--- src/sv/lfel_pkg.sv ---
// Shared constants, types and helpers for the link fault event logger.
package lfel_pkg;

  localparam int NUM_LINKS   = 14;
  localparam int EVENT_DEPTH = 64;
  localparam int FAULT_BITS  = 24;

  localparam int LINK_W  = 4;
  localparam int FAULT_W = 24;
  localparam int TIME_W  = 32;
  localparam int CNT_W   = 32;
  localparam int CODE_W  = 3;
  localparam int BIT_W   = $clog2(FAULT_W);
  localparam int SLOT_W  = $clog2(EVENT_DEPTH);
  localparam int FILL_W  = $clog2(EVENT_DEPTH + 1);
  localparam int LINK_AW = $clog2(NUM_LINKS);

  localparam logic [FAULT_W-1:0] FAULT_MASK = FAULT_W'((64'(1) << FAULT_BITS) - 64'(1));
  localparam logic [CNT_W-1:0]   CNT_MAX    = '1;

  typedef enum logic [CODE_W-1:0] {
    EV_CONNECTED = 3'd0,
    EV_RESTORED  = 3'd1,
    EV_LOST      = 3'd2,
    EV_FAULT_ON  = 3'd3,
    EV_FAULT_OFF = 3'd4
  } ev_code_t;

  typedef enum logic [1:0] {
    ST_IDLE,
    ST_LOAD,
    ST_CONN,
    ST_SCAN
  } state_t;

  // per-link diagnostic entry, held in the link table
  typedef struct packed {
    logic               live;
    logic               seen;
    logic [TIME_W-1:0]  since;
    logic [CNT_W-1:0]   drops;
    logic [CNT_W-1:0]   rises;
    logic [FAULT_W-1:0] bits;
  } link_entry_t;

  localparam int LINK_ENTRY_W = $bits(link_entry_t);

  // one ring entry: time, link, code, bit
  typedef struct packed {
    logic [BIT_W-1:0]  fidx;
    logic [CODE_W-1:0] code;
    logic [LINK_W-1:0] link;
    logic [TIME_W-1:0] time_ms;
  } ring_entry_t;

  localparam int RING_ENTRY_W = $bits(ring_entry_t);

  // input tdata layout, lowest field in the lowest bits
  typedef struct packed {
    logic [1:0]         pad;
    logic [TIME_W-1:0]  time_ms;
    logic               frame_valid;
    logic [FAULT_W-1:0] fault_map;
    logic               live_now;
    logic [LINK_W-1:0]  link;
  } in_beat_t;

  // output tdata layout, lowest field in the lowest bits
  typedef struct packed {
    logic [CNT_W-1:0]  fault_rise_count;
    logic [CNT_W-1:0]  drop_count;
    logic [CNT_W-1:0]  overwritten_total;
    logic              overwrote;
    logic [SLOT_W-1:0] slot;
    logic [BIT_W-1:0]  fault_index;
    logic [LINK_W-1:0] event_link;
    logic [TIME_W-1:0] event_time;
  } out_beat_t;

  localparam int IN_DATA_W  = $bits(in_beat_t);
  localparam int OUT_DATA_W = $bits(out_beat_t);

  function automatic logic [CNT_W-1:0] sat_inc(input logic [CNT_W-1:0] v);
    return (v == CNT_MAX) ? v : v + CNT_W'(1);
  endfunction

endpackage

--- src/sv/lfel_ram.sv ---
// Generic single-port-write, registered-read RAM.
module lfel_ram #(
  parameter int WIDTH = 8,
  parameter int DEPTH = 16,
  parameter int AW    = $clog2(DEPTH)
) (
  input  logic             clk,
  input  logic             we,
  input  logic [AW-1:0]    waddr,
  input  logic [WIDTH-1:0] wdata,
  input  logic             re,
  input  logic [AW-1:0]    raddr,
  output logic [WIDTH-1:0] rdata
);

  logic [WIDTH-1:0] mem [DEPTH];

  always_ff @(posedge clk) begin
    if (we) begin
      mem[waddr] <= wdata;
    end
    if (re) begin
      rdata <= mem[raddr];
    end
  end

endmodule

--- src/sv/link_fault_event_logger.sv ---
// Top level of the link fault event logger: link table, event ring, event sequencer.
//
//  channel  | dir | handshake              | payload
//  ---------+-----+------------------------+-------------------------------------------
//  in_      | in  | in_tvalid / in_tready  | tdata: link, live, fault map, frame ok, time
//  out_     | out | out_tvalid / out_tready| tdata: event fields and counters, tuser: code
//
// Ignored reports (link out of range, missing frame) are accepted and dropped. Other reports
// are accepted, then the link table entry is read in the load state, then a connection
// report emits its event, if any, or a fault report steps through the fault bits up to the highest
// changed bit (at most 24 bits), testing a single bit of the changed map per step.
// Reset clears the link table through per-entry valid bits at once; no clearing pass.
// A busy output register stalls the sequencer on the event it is about to emit.
module link_fault_event_logger (
  input  logic                            clk,
  input  logic                            rst_n,
  input  logic                            in_tvalid,
  output logic                            in_tready,
  // link[3:0], live_now[4], fault_map[28:5], frame_valid[29], time_ms[61:30], zero pad
  input  logic [lfel_pkg::IN_DATA_W-1:0]  in_tdata,
  // kind[0]
  input  logic                            in_tuser,
  output logic                            out_tvalid,
  input  logic                            out_tready,
  // event_time[31:0], event_link[35:32], fault_index[40:36], slot[46:41],
  // overwrote[47], overwritten_total[79:48], drop_count[111:80], fault_rise_count[143:112]
  output logic [lfel_pkg::OUT_DATA_W-1:0] out_tdata,
  // event_code[2:0]
  output logic [lfel_pkg::CODE_W-1:0]     out_tuser,
  output logic                            out_tlast
);
  import lfel_pkg::*;

  state_t state_r, state_nxt;

  in_beat_t in_beat;
  logic     take_ok;

  logic               req_kind_r, req_kind_nxt;
  logic [LINK_W-1:0]  req_link_r, req_link_nxt;
  logic               req_live_r, req_live_nxt;
  logic [FAULT_W-1:0] req_map_r, req_map_nxt;
  logic [TIME_W-1:0]  req_time_r, req_time_nxt;

  link_entry_t        work_r, work_nxt;
  logic [FAULT_W-1:0] changed_r, changed_nxt;
  logic [BIT_W-1:0]   bit_r, bit_nxt;

  logic [SLOT_W-1:0] head_r, head_nxt;
  logic [FILL_W-1:0] fill_r, fill_nxt;
  logic [CNT_W-1:0]  ovt_r, ovt_nxt;

  logic [NUM_LINKS-1:0] lnk_vld_r, lnk_vld_nxt;

  logic              out_valid_r, out_valid_nxt;
  out_beat_t         out_beat_r, out_beat_nxt;
  logic [CODE_W-1:0] out_code_r, out_code_nxt;
  logic              out_last_r, out_last_nxt;

  logic               lnk_re, lnk_we;
  logic [LINK_AW-1:0] lnk_raddr, lnk_waddr;
  link_entry_t        lnk_rdata, lnk_wdata;

  logic        ring_we;
  ring_entry_t ring_wdata;

  link_entry_t        entry_ld;
  logic [FAULT_W-1:0] changed_ld;
  logic               out_free, scan_hit, last_hit, conn_emit, scan_emit;
  logic [FAULT_W-1:0] remain;

  assign in_beat   = in_beat_t'(in_tdata);
  assign take_ok   = (32'(in_beat.link) < NUM_LINKS) && (!in_tuser || in_beat.frame_valid);
  assign in_tready = (state_r == ST_IDLE);

  assign lnk_re    = in_tvalid && in_tready && take_ok;
  assign lnk_raddr = LINK_AW'(in_beat.link);
  assign lnk_waddr = LINK_AW'(req_link_r);

  // a never-written entry reads as the reset value
  assign entry_ld   = lnk_vld_r[req_link_r] ? lnk_rdata : '0;
  assign changed_ld = (entry_ld.bits ^ req_map_r) & FAULT_MASK;

  assign out_free  = !out_valid_r || out_tready;
  assign scan_hit  = changed_r[bit_r];
  assign remain    = changed_r & ~(FAULT_W'(1) << bit_r);
  assign last_hit  = (remain == '0);
  assign conn_emit = (state_r == ST_CONN) && out_free;
  assign scan_emit = (state_r == ST_SCAN) && scan_hit && out_free;

  lfel_ram #(
    .WIDTH(LINK_ENTRY_W),
    .DEPTH(NUM_LINKS)
  ) u_link_ram (
    .clk  (clk),
    .we   (lnk_we),
    .waddr(lnk_waddr),
    .wdata(lnk_wdata),
    .re   (lnk_re),
    .raddr(lnk_raddr),
    .rdata(lnk_rdata)
  );

  lfel_ram #(
    .WIDTH(RING_ENTRY_W),
    .DEPTH(EVENT_DEPTH)
  ) u_ring_ram (
    .clk  (clk),
    .we   (ring_we),
    .waddr(head_r),
    .wdata(ring_wdata),
    .re   (1'b0),
    .raddr('0),
    .rdata()
  );

  always_comb begin
    state_nxt = state_r;
    unique case (state_r)
      ST_IDLE: begin
        if (in_tvalid && take_ok) begin
          state_nxt = ST_LOAD;
        end
      end
      ST_LOAD: begin
        if (!req_kind_r) begin
          state_nxt = (entry_ld.live != req_live_r) ? ST_CONN : ST_IDLE;
        end else begin
          state_nxt = (changed_ld != '0) ? ST_SCAN : ST_IDLE;
        end
      end
      ST_CONN: begin
        if (conn_emit) begin
          state_nxt = ST_IDLE;
        end
      end
      ST_SCAN: begin
        if (scan_emit && last_hit) begin
          state_nxt = ST_IDLE;
        end
      end
      default: state_nxt = ST_IDLE;
    endcase
  end

  always_comb begin
    logic              emit;
    logic [CODE_W-1:0] code;
    logic              over;
    link_entry_t       upd;

    req_kind_nxt  = req_kind_r;
    req_link_nxt  = req_link_r;
    req_live_nxt  = req_live_r;
    req_map_nxt   = req_map_r;
    req_time_nxt  = req_time_r;
    work_nxt      = work_r;
    changed_nxt   = changed_r;
    bit_nxt       = bit_r;
    head_nxt      = head_r;
    fill_nxt      = fill_r;
    ovt_nxt       = ovt_r;
    lnk_vld_nxt   = lnk_vld_r;
    out_valid_nxt = out_valid_r;
    out_beat_nxt  = out_beat_r;
    out_code_nxt  = out_code_r;
    out_last_nxt  = out_last_r;
    lnk_we        = 1'b0;
    lnk_wdata     = work_r;
    ring_we       = 1'b0;
    emit          = 1'b0;
    code          = EV_CONNECTED;
    upd           = work_r;

    if (in_tvalid && in_tready) begin
      req_kind_nxt = in_tuser;
      req_link_nxt = in_beat.link;
      req_live_nxt = in_beat.live_now;
      req_map_nxt  = in_beat.fault_map & FAULT_MASK;
      req_time_nxt = in_beat.time_ms;
    end

    unique case (state_r)
      ST_LOAD: begin
        work_nxt    = entry_ld;
        changed_nxt = changed_ld;
        bit_nxt     = '0;
      end
      ST_CONN: begin
        if (req_live_r) begin
          code       = work_r.seen ? EV_RESTORED : EV_CONNECTED;
          upd.seen   = 1'b1;
          upd.since  = req_time_r;
        end else begin
          code       = EV_LOST;
          upd.drops  = sat_inc(work_r.drops);
        end
        upd.live = req_live_r;
        if (conn_emit) begin
          emit      = 1'b1;
          lnk_we    = 1'b1;
          lnk_wdata = upd;
        end
      end
      ST_SCAN: begin
        if (req_map_r[bit_r]) begin
          code      = EV_FAULT_ON;
          upd.rises = sat_inc(work_r.rises);
        end else begin
          code      = EV_FAULT_OFF;
        end
        if (!scan_hit) begin
          bit_nxt = bit_r + BIT_W'(1);
        end else if (scan_emit) begin
          emit        = 1'b1;
          work_nxt    = upd;
          changed_nxt = remain;
          bit_nxt     = bit_r + BIT_W'(1);
          if (last_hit) begin
            upd.bits  = req_map_r;
            lnk_we    = 1'b1;
            lnk_wdata = upd;
          end
        end
      end
      default: begin
      end
    endcase

    if (lnk_we) begin
      lnk_vld_nxt[req_link_r] = 1'b1;
    end

    over = (fill_r == FILL_W'(EVENT_DEPTH));
    ring_wdata.fidx    = (state_r == ST_SCAN) ? bit_r : '0;
    ring_wdata.code    = code;
    ring_wdata.link    = req_link_r;
    ring_wdata.time_ms = req_time_r;

    if (emit) begin
      ring_we  = 1'b1;
      head_nxt = (head_r == SLOT_W'(EVENT_DEPTH - 1)) ? '0 : head_r + SLOT_W'(1);
      if (over) begin
        ovt_nxt = sat_inc(ovt_r);
      end else begin
        fill_nxt = fill_r + FILL_W'(1);
      end
      out_valid_nxt                  = 1'b1;
      out_beat_nxt.event_time        = req_time_r;
      out_beat_nxt.event_link        = req_link_r;
      out_beat_nxt.fault_index       = ring_wdata.fidx;
      out_beat_nxt.slot              = head_r;
      out_beat_nxt.overwrote         = over;
      out_beat_nxt.overwritten_total = over ? sat_inc(ovt_r) : ovt_r;
      out_beat_nxt.drop_count        = upd.drops;
      out_beat_nxt.fault_rise_count  = upd.rises;
      out_code_nxt                   = code;
      out_last_nxt                   = (state_r == ST_CONN) || last_hit;
    end else if (out_tready) begin
      out_valid_nxt = 1'b0;
    end
  end

  always_ff @(posedge clk) begin
    if (!rst_n) begin
      state_r     <= ST_IDLE;
      head_r      <= '0;
      fill_r      <= '0;
      ovt_r       <= '0;
      lnk_vld_r   <= '0;
      out_valid_r <= 1'b0;
    end else begin
      state_r     <= state_nxt;
      head_r      <= head_nxt;
      fill_r      <= fill_nxt;
      ovt_r       <= ovt_nxt;
      lnk_vld_r   <= lnk_vld_nxt;
      out_valid_r <= out_valid_nxt;
    end
  end

  always_ff @(posedge clk) begin
    req_kind_r <= req_kind_nxt;
    req_link_r <= req_link_nxt;
    req_live_r <= req_live_nxt;
    req_map_r  <= req_map_nxt;
    req_time_r <= req_time_nxt;
    work_r     <= work_nxt;
    changed_r  <= changed_nxt;
    bit_r      <= bit_nxt;
    out_beat_r <= out_beat_nxt;
    out_code_r <= out_code_nxt;
    out_last_r <= out_last_nxt;
  end

  assign out_tvalid = out_valid_r;
  assign out_tdata  = out_beat_r;
  assign out_tuser  = out_code_r;
  assign out_tlast  = out_last_r;

`ifndef SYNTH
  a_lnk_we_state: assert property (@(posedge clk) disable iff (!rst_n)
    lnk_we |-> (state_r == ST_CONN || state_r == ST_SCAN))
    else $error("link table written outside an emit state");

  a_lnk_no_overlap: assert property (@(posedge clk) disable iff (!rst_n)
    !(lnk_we && lnk_re))
    else $error("link table read issued in the same cycle as a write-back");

  a_fill_bound: assert property (@(posedge clk) disable iff (!rst_n)
    fill_r <= FILL_W'(EVENT_DEPTH))
    else $error("ring fill count beyond depth");

  a_emit_loads_out: assert property (@(posedge clk) disable iff (!rst_n)
    ring_we |=> (out_valid_r && out_beat_r.slot == $past(head_r)))
    else $error("ring write without matching output beat");
`endif

endmodule
--- config.mk ---
export PLATFORM = sky130hd
export DESIGN_NAME = link_fault_event_logger
export DESIGN_NICKNAME = d
export VERILOG_FILES = /design/src/sv/lfel_pkg.sv /design/src/sv/lfel_ram.sv /design/src/sv/link_fault_event_logger.sv
export SDC_FILE = /design/constraint.sdc
export NUM_CORES = 2
export LEC_CHECK = 0
export BUFFER_PORTS_ARGS = -buffer_cell sky130_fd_sc_hd__buf_4
export CAP_MARGIN = 20
export CORE_UTILIZATION = 54
export CTS_BUF_LIST = sky130_fd_sc_hd__clkbuf_4 sky130_fd_sc_hd__clkbuf_8
export CTS_CLUSTER_DIAMETER = 40
export DETAILED_ROUTE_END_ITERATION = 16
export HOLD_SLACK_MARGIN = 0.15
export PLACE_DENSITY = 0.7
export SYNTH_ARGS = -nofsm -noshare
export SYNTH_HDL_FRONTEND = slang
export SYNTH_HIERARCHICAL = 1
export SYNTH_SLANG_ARGS = --single-unit
--- constraint.sdc ---
create_clock -name clk -period 20.2 [get_ports clk]
set_input_delay 6.06 -clock clk [delete_from_list [all_inputs] [get_ports clk]]
set_output_delay 6.06 -clock clk [all_outputs]
set_load 0.005 [all_outputs]
* After elaboration in Yosys (flattened, before gate mapping)
Memory sizes are Yosys's and may differ from the RTL's. A register that Yosys moved wholly into a read port is not among the register bits.
Cells that the tools add are included.
** Word-level totals
- Register bits :: 423
- Bits of input ports :: 69
- Memory bits (writable) :: 1708
- Memories :: 1
- Bits in latches :: 0
- Word-level logic and storage cells :: 145
- Bits in read-only memories :: 0
- Output and inout bits :: 150
** Operators by class
- Add/subtract/negate cells :: 6
- Magnitude comparators :: 4
- Mux-type cells :: 59
- Shift-type cells :: 1
- Equal/unequal tests :: 15
- Bitwise gates (word level) :: 6
- Multipliers :: 0
- Reductions and logical operators :: 24
- Divide/modulo/power cells :: 0
** Memories
- u_link_ram.mem :: words 14, width 122, read ports 1, clocked after memory_dff 1, wr ports 1, line lfel_ram.sv:16 : logic [WIDTH-1:0] mem [DEPTH];
** Operator list (count)
- case mux 122 bit (2 select lines) :: 2
- 2-to-1 mux 56 bit :: 6
- 2-to-1 mux 122 bit :: 2
- 2-to-1 mux 32 bit :: 7
- 2-to-1 mux 24 bit :: 5
- adder 32 x 1 -> 32 bit, second input constant :: 3
- equality test 32 bit, second input constant :: 3
- case mux 24 bit (2 select lines) :: 1
- 2-to-1 mux 33 bit :: 1
- bitwise AND 24 bit :: 1
- logical NOT 24 bit :: 1
- inverter 24 bit :: 1
- nonzero test 24 bit :: 1
- left shift 1 x 5 -> 24 bit, first input constant :: 1
- XOR 24 bit :: 1
- 2-to-1 mux 1 bit :: 15
- 2-to-1 mux 2 bit :: 7
- bitwise OR 14 bit :: 1
- binary-select mux 1 bit (select 5 bit) :: 2
- 2-to-1 mux 5 bit :: 2
- case mux 5 bit (2 select lines) :: 1
- logical AND 1 bit :: 9
- inequality test 2 bit, second input constant :: 4
- case mux 2 bit (4 select lines) :: 1
- 27 further kinds :: 37

* Depth between registers and ports, before layout
- Depth in word-level cells :: 10
- Depth in mapped cells :: 14
- Mapped depth without buffers :: 11

* By module
Netlist, hierarchy kept.
** By module, submodules not included
- lfel_ram :: sequential area each 54952.7 µm², instances 1, cells an instance 2858, area each 68090.3 µm²
- link_fault_event_logger :: sequential area each 12081.6 µm², instances 1, cells an instance 1858, area each 21181.6 µm²

* Least setup slack after synthesis
Ideal clock, no wire load.
- Path type :: input port to flip-flop
- From :: in out_tready
- To :: mem u_link_ram/mem[0][0] (netlist name) (enable)
- Path slack :: 3543 ps
- Arrival :: 15904 ps
- Stages :: 8
- Data required time :: 19448 ps
- Cell sequence :: nand2b_1 > o31ai_1 > nor4_4 > nor2_1 > clkbuf_1 > inv_1 > or3b_2 > nor3_1
** Between the ends
- Word-level cells in the longest chain between the ends :: 7
- Elaborated cells between the ends (all ways) :: 9
- Those cells by class :: mux (6); reduce/logical (3)
** Ends and longest elaborated chain
- start: declaration :: line link_fault_event_logger.sv:24 : input logic out_tready,
- logical OR 1 bit * :: line link_fault_event_logger.sv:84 : assign out_free = !out_valid_r || out_tready;
- logical AND 1 bit :: line link_fault_event_logger.sv:89 : assign scan_emit = (state_r == ST_SCAN) && scan_hit && out_free;
- 2-to-1 mux 1 bit :: line link_fault_event_logger.sv:214 : end else if (scan_emit) begin
- 2-to-1 mux 1 bit :: line link_fault_event_logger.sv:212 : if (!scan_hit) begin
- case mux 1 bit (2 select lines) * :: line link_fault_event_logger.sv:183 : unique case (state_r)
- named net lnk_we :: line link_fault_event_logger.sv:60 : logic lnk_re, lnk_we;
- 2-to-1 mux 1 bit * :: line lfel_ram.sv:19 : if (we) begin
- 2-to-1 mux 1 bit (not written as such) * :: line lfel_ram.sv:20 : mem[waddr] <= wdata;
- end: declaration :: line lfel_ram.sv:16
The timed path passes the listed nets; every way through them passes the cells marked *.

* Worst setup path after layout
- From :: in out_tready
- To :: mem u_link_ram/mem[2][26] (netlist name) (enable)
Same word-level chain as after synthesis.

==> results.sh <==
export IMPL_outcome="complete, no violations"
export IMPL_global_route_peak_usage_layer="met2"
export IMPL_count_of_final_hold_check_violations=0
export IMPL_wire_length_of_the_first_global_routing_pass_um=236000
export IMPL_layout_nets=4336
export IMPL_power_per_cell_area_nw_per_um2=98.5
export IMPL_static_leakage_power_nw=26.0
export IMPL_num_rows=131
export IMPL_clock_latency_ns=1.02
export IMPL_post_synthesis_instance_total=3887
export IMPL_h_tree_levels=5
export IMPL_cp_max_fo=37
export IMPL_grt_util_met2=0.394
export IMPL_area_sequential_um2=51700
export IMPL_tns_ns=0
export IMPL_critPathCaptureType="flop"
export IMPL_timing_critical_path_slowest_cell_delay_ns=0.88
export IMPL_layout_worst_path_cycle_share=0.522
export IMPL_layout_cells_non_filler=6195
export IMPL_relSlewSlack=0.227
export IMPL_holdBufCountCts=0
export IMPL_maxSlewViolCount=0
export IMPL_multiInputGateArea_um2=17300
export IMPL_rsz0062_at_grt="false"
export IMPL_postRouteWirelength_um=159000
export IMPL_timing_critical_path_max_delay_family="simple AND/OR/NAND/NOR gates"
export IMPL_clock_tree_from_tritoncts="yes"
export IMPL_place_inst=5663
export IMPL_synthToLayoutAreaGrowth_pct=13.2
export IMPL_timing_clock_skew_ns=0.0689
export IMPL_antenna_violations_before_repair=2
export IMPL_num_fill_cells=9028
export IMPL_cts_path_max_buffers=4
export IMPL_crit_path_arrival_time_ns=11.16
export IMPL_route_vias_total=37300
export IMPL_grt_total_usage=0.243
export IMPL_fraction_of_layout_cells_with_a_size_suffix_above_1=0.270
export IMPL_number_of_buffers_inserted_during_clock_tree_synthesis=305
export IMPL_setup_violations=0
export IMPL_globalplace_congestion=0.874
export IMPL_drcViolationCount=0
export IMPL_initial_core_util=0.547
export IMPL_gr_total_overflow=0
export IMPL_clk_pin_slew_worst_paths_ns=0.06
export IMPL_detail_routed_via_count_per_cell=6.02
export IMPL_drt_iter0_markers=3547
export IMPL_synthesis_area_um2=70000
export IMPL_critical_path_buf_inv_count=5
export IMPL_critical_path_class="input pin to flop"
export IMPL_postRouteAntennaNets=0
export IMPL_clk_root_buffer_cell="sky130_fd_sc_hd__clkbuf_8"
export IMPL_place_hpwl_um=84300
export IMPL_avgSynthCellArea_um2=18.0
export IMPL_worst_slew_pin_slew_ns=1.16
export IMPL_io_pin_count=219
export IMPL_setup_worst_path_start_class="input pin"
export IMPL_critical_path_cell_by_cell="buf_4, nand2b_1, o31ai_1, nor4_4, buf_4, nor2_1, inv_1, or3b_2, nor2_4, buf_4, buf_4"
export IMPL_die_y_um=362
export IMPL_max_freq_mhz=94.8
export IMPL_fp_dieArea_um2=131000
export IMPL_grt_start_max_net_pins=108
export IMPL_critical_path_most_common_cell="sky130_fd_sc_hd__buf_4"
export IMPL_die_width_um=362
export IMPL_io_buffer_count=216
export IMPL_placeableCoreArea_um2=128000
export IMPL_met3_usage=0.0498
export IMPL_holdWs_ns=0.375
export IMPL_drv_cap=0
export IMPL_postCtsSetupRepairBufs=0
export IMPL_worst_hold_path_type="flop to flop"
export IMPL_grt_use_met1=0.336
export IMPL_drtPass1Iterations=6
export IMPL_slowest_stage="sky130_fd_sc_hd__nor2_4"
export IMPL_post_route_min_period_ns=10.55
export IMPL_synth_fp_nets=3968
export IMPL_wl_per_cell_um=25.7
export IMPL_synthesis_yosys_warnings=6
export IMPL_worst_r2r_setup_slack_ns=12.76
export IMPL_cp_required_ns=20.81
export IMPL_post_cts_gate_resize_count=0
export IMPL_irDropWorstVdd_mv=0.0776
export IMPL_clock_sinks=1741
export IMPL_first_global_vias=37300
-- worst reg2reg max path, delay by kind of cell, from the launching register on --
kind / cells / cell delay, ns
flops: 1 / 0.77
fa+ha+maj: 1 / 0.37
compound gates: 2 / 0.36
simple gates: 6 / 3.17
buf+inv: 5 / 2.35
-- cells in the final DEF, fill, tap and decap left out, types with 80 or more instances in the layout --
| master | instances |
|---|---|
| sky130_fd_sc_hd__edfxtp_1 | 1679 |
| sky130_fd_sc_hd__clkbuf_8 | 310 |
| sky130_fd_sc_hd__buf_4 | 297 |
| sky130_fd_sc_hd__mux4_2 | 283 |
| sky130_fd_sc_hd__nand2_1 | 213 |
| sky130_fd_sc_hd__xnor2_1 | 159 |
| sky130_fd_sc_hd__nor2_1 | 139 |
| sky130_fd_sc_hd__mux2_2 | 126 |
| sky130_fd_sc_hd__a21oi_1 | 124 |
| sky130_fd_sc_hd__mux2i_1 | 102 |
| sky130_fd_sc_hd__nand3_1 | 95 |
| sky130_fd_sc_hd__o22ai_1 | 94 |
| sky130_fd_sc_hd__and3_1 | 93 |
| sky130_fd_sc_hd__xor2_1 | 90 |
| sky130_fd_sc_hd__clkbuf_4 | 80 |
-- registers in the layout, indices dropped and copies added, names as in the netlist, 24 cells and up --
| signal | count |
|---|---|
| changed_r | 24 |
| out_tdata | 144 |
| ovt_r | 32 |
| req_map_r | 24 |
| req_time_r | 32 |
| u_link_ram/mem | 1260 |
| u_link_ram/rdata | 90 |
| work_r | 90 |
-- stage by stage --
step / setup slack [ns] / total power, W / utilization / area, µm²
5_1_grt: 9.57 / 0.00807 / 0.619 / 79200
6_report: 9.65 / 0.00780 / 0.619 / 79200
4_1_cts: 9.72 / 0.00786 / 0.618 / 79100
2_1_floorplan: 5.79 / 0.00459 / - / 70000
3_3_place_gp: 8.68 / 0.00478 / 0.573 / 73400
3_5_place_dp: 8.66 / 0.00479 / 0.573 / 73400
-- cell type report --
class,count,share of cell area
Sequential cell,1741,0.652
Multi-Input combinational cell,1877,0.218
Clock buffer,390,0.0614
Timing Repair Buffer,302,0.0292
Tap cell,1729,0.0273
Clock inverter,123,0.0109
Inverter,28,0.00133
Antenna cell,5,0.000158
-- power by group --
part / internal (W) / total, W / leakage (nW) / switching, W
logic: 0.000188 / 0.000513 / 7.27 / 0.000325
clock network: 0.00171 / 0.00308 / 2.98 / 0.00137
registers: 0.00413 / 0.00421 / 15.7 / 0.0000788
-- routing by layer --
| metal | vias up | wire (µm) |
|---|---|---|
| li1 | 16200 | - |
| met1 | 19200 | 65500 |
| met2 | 1614 | 77600 |
| met3 | 276 | 12300 |
| met4 | 0 | 3570 |
| met5 | - | 0 |
-- worst paths after layout --
path              cells after the start                              end               startpoint
setup reg to reg                     14  u_link_ram/mem[2][26]$_DFFE_PP_   bit_r[1]$_SDFFCE_PN0P_
hold reg to reg                       0           out_tdata[2]$_DFFE_PP_  req_time_r[2]$_DFFE_PP_
setup / recovery                     11  u_link_ram/mem[2][26]$_DFFE_PP_               out_tready
hold / removal                        0           out_tdata[2]$_DFFE_PP_  req_time_r[2]$_DFFE_PP_
Note: power is estimated with default switching activity, not from simulation.
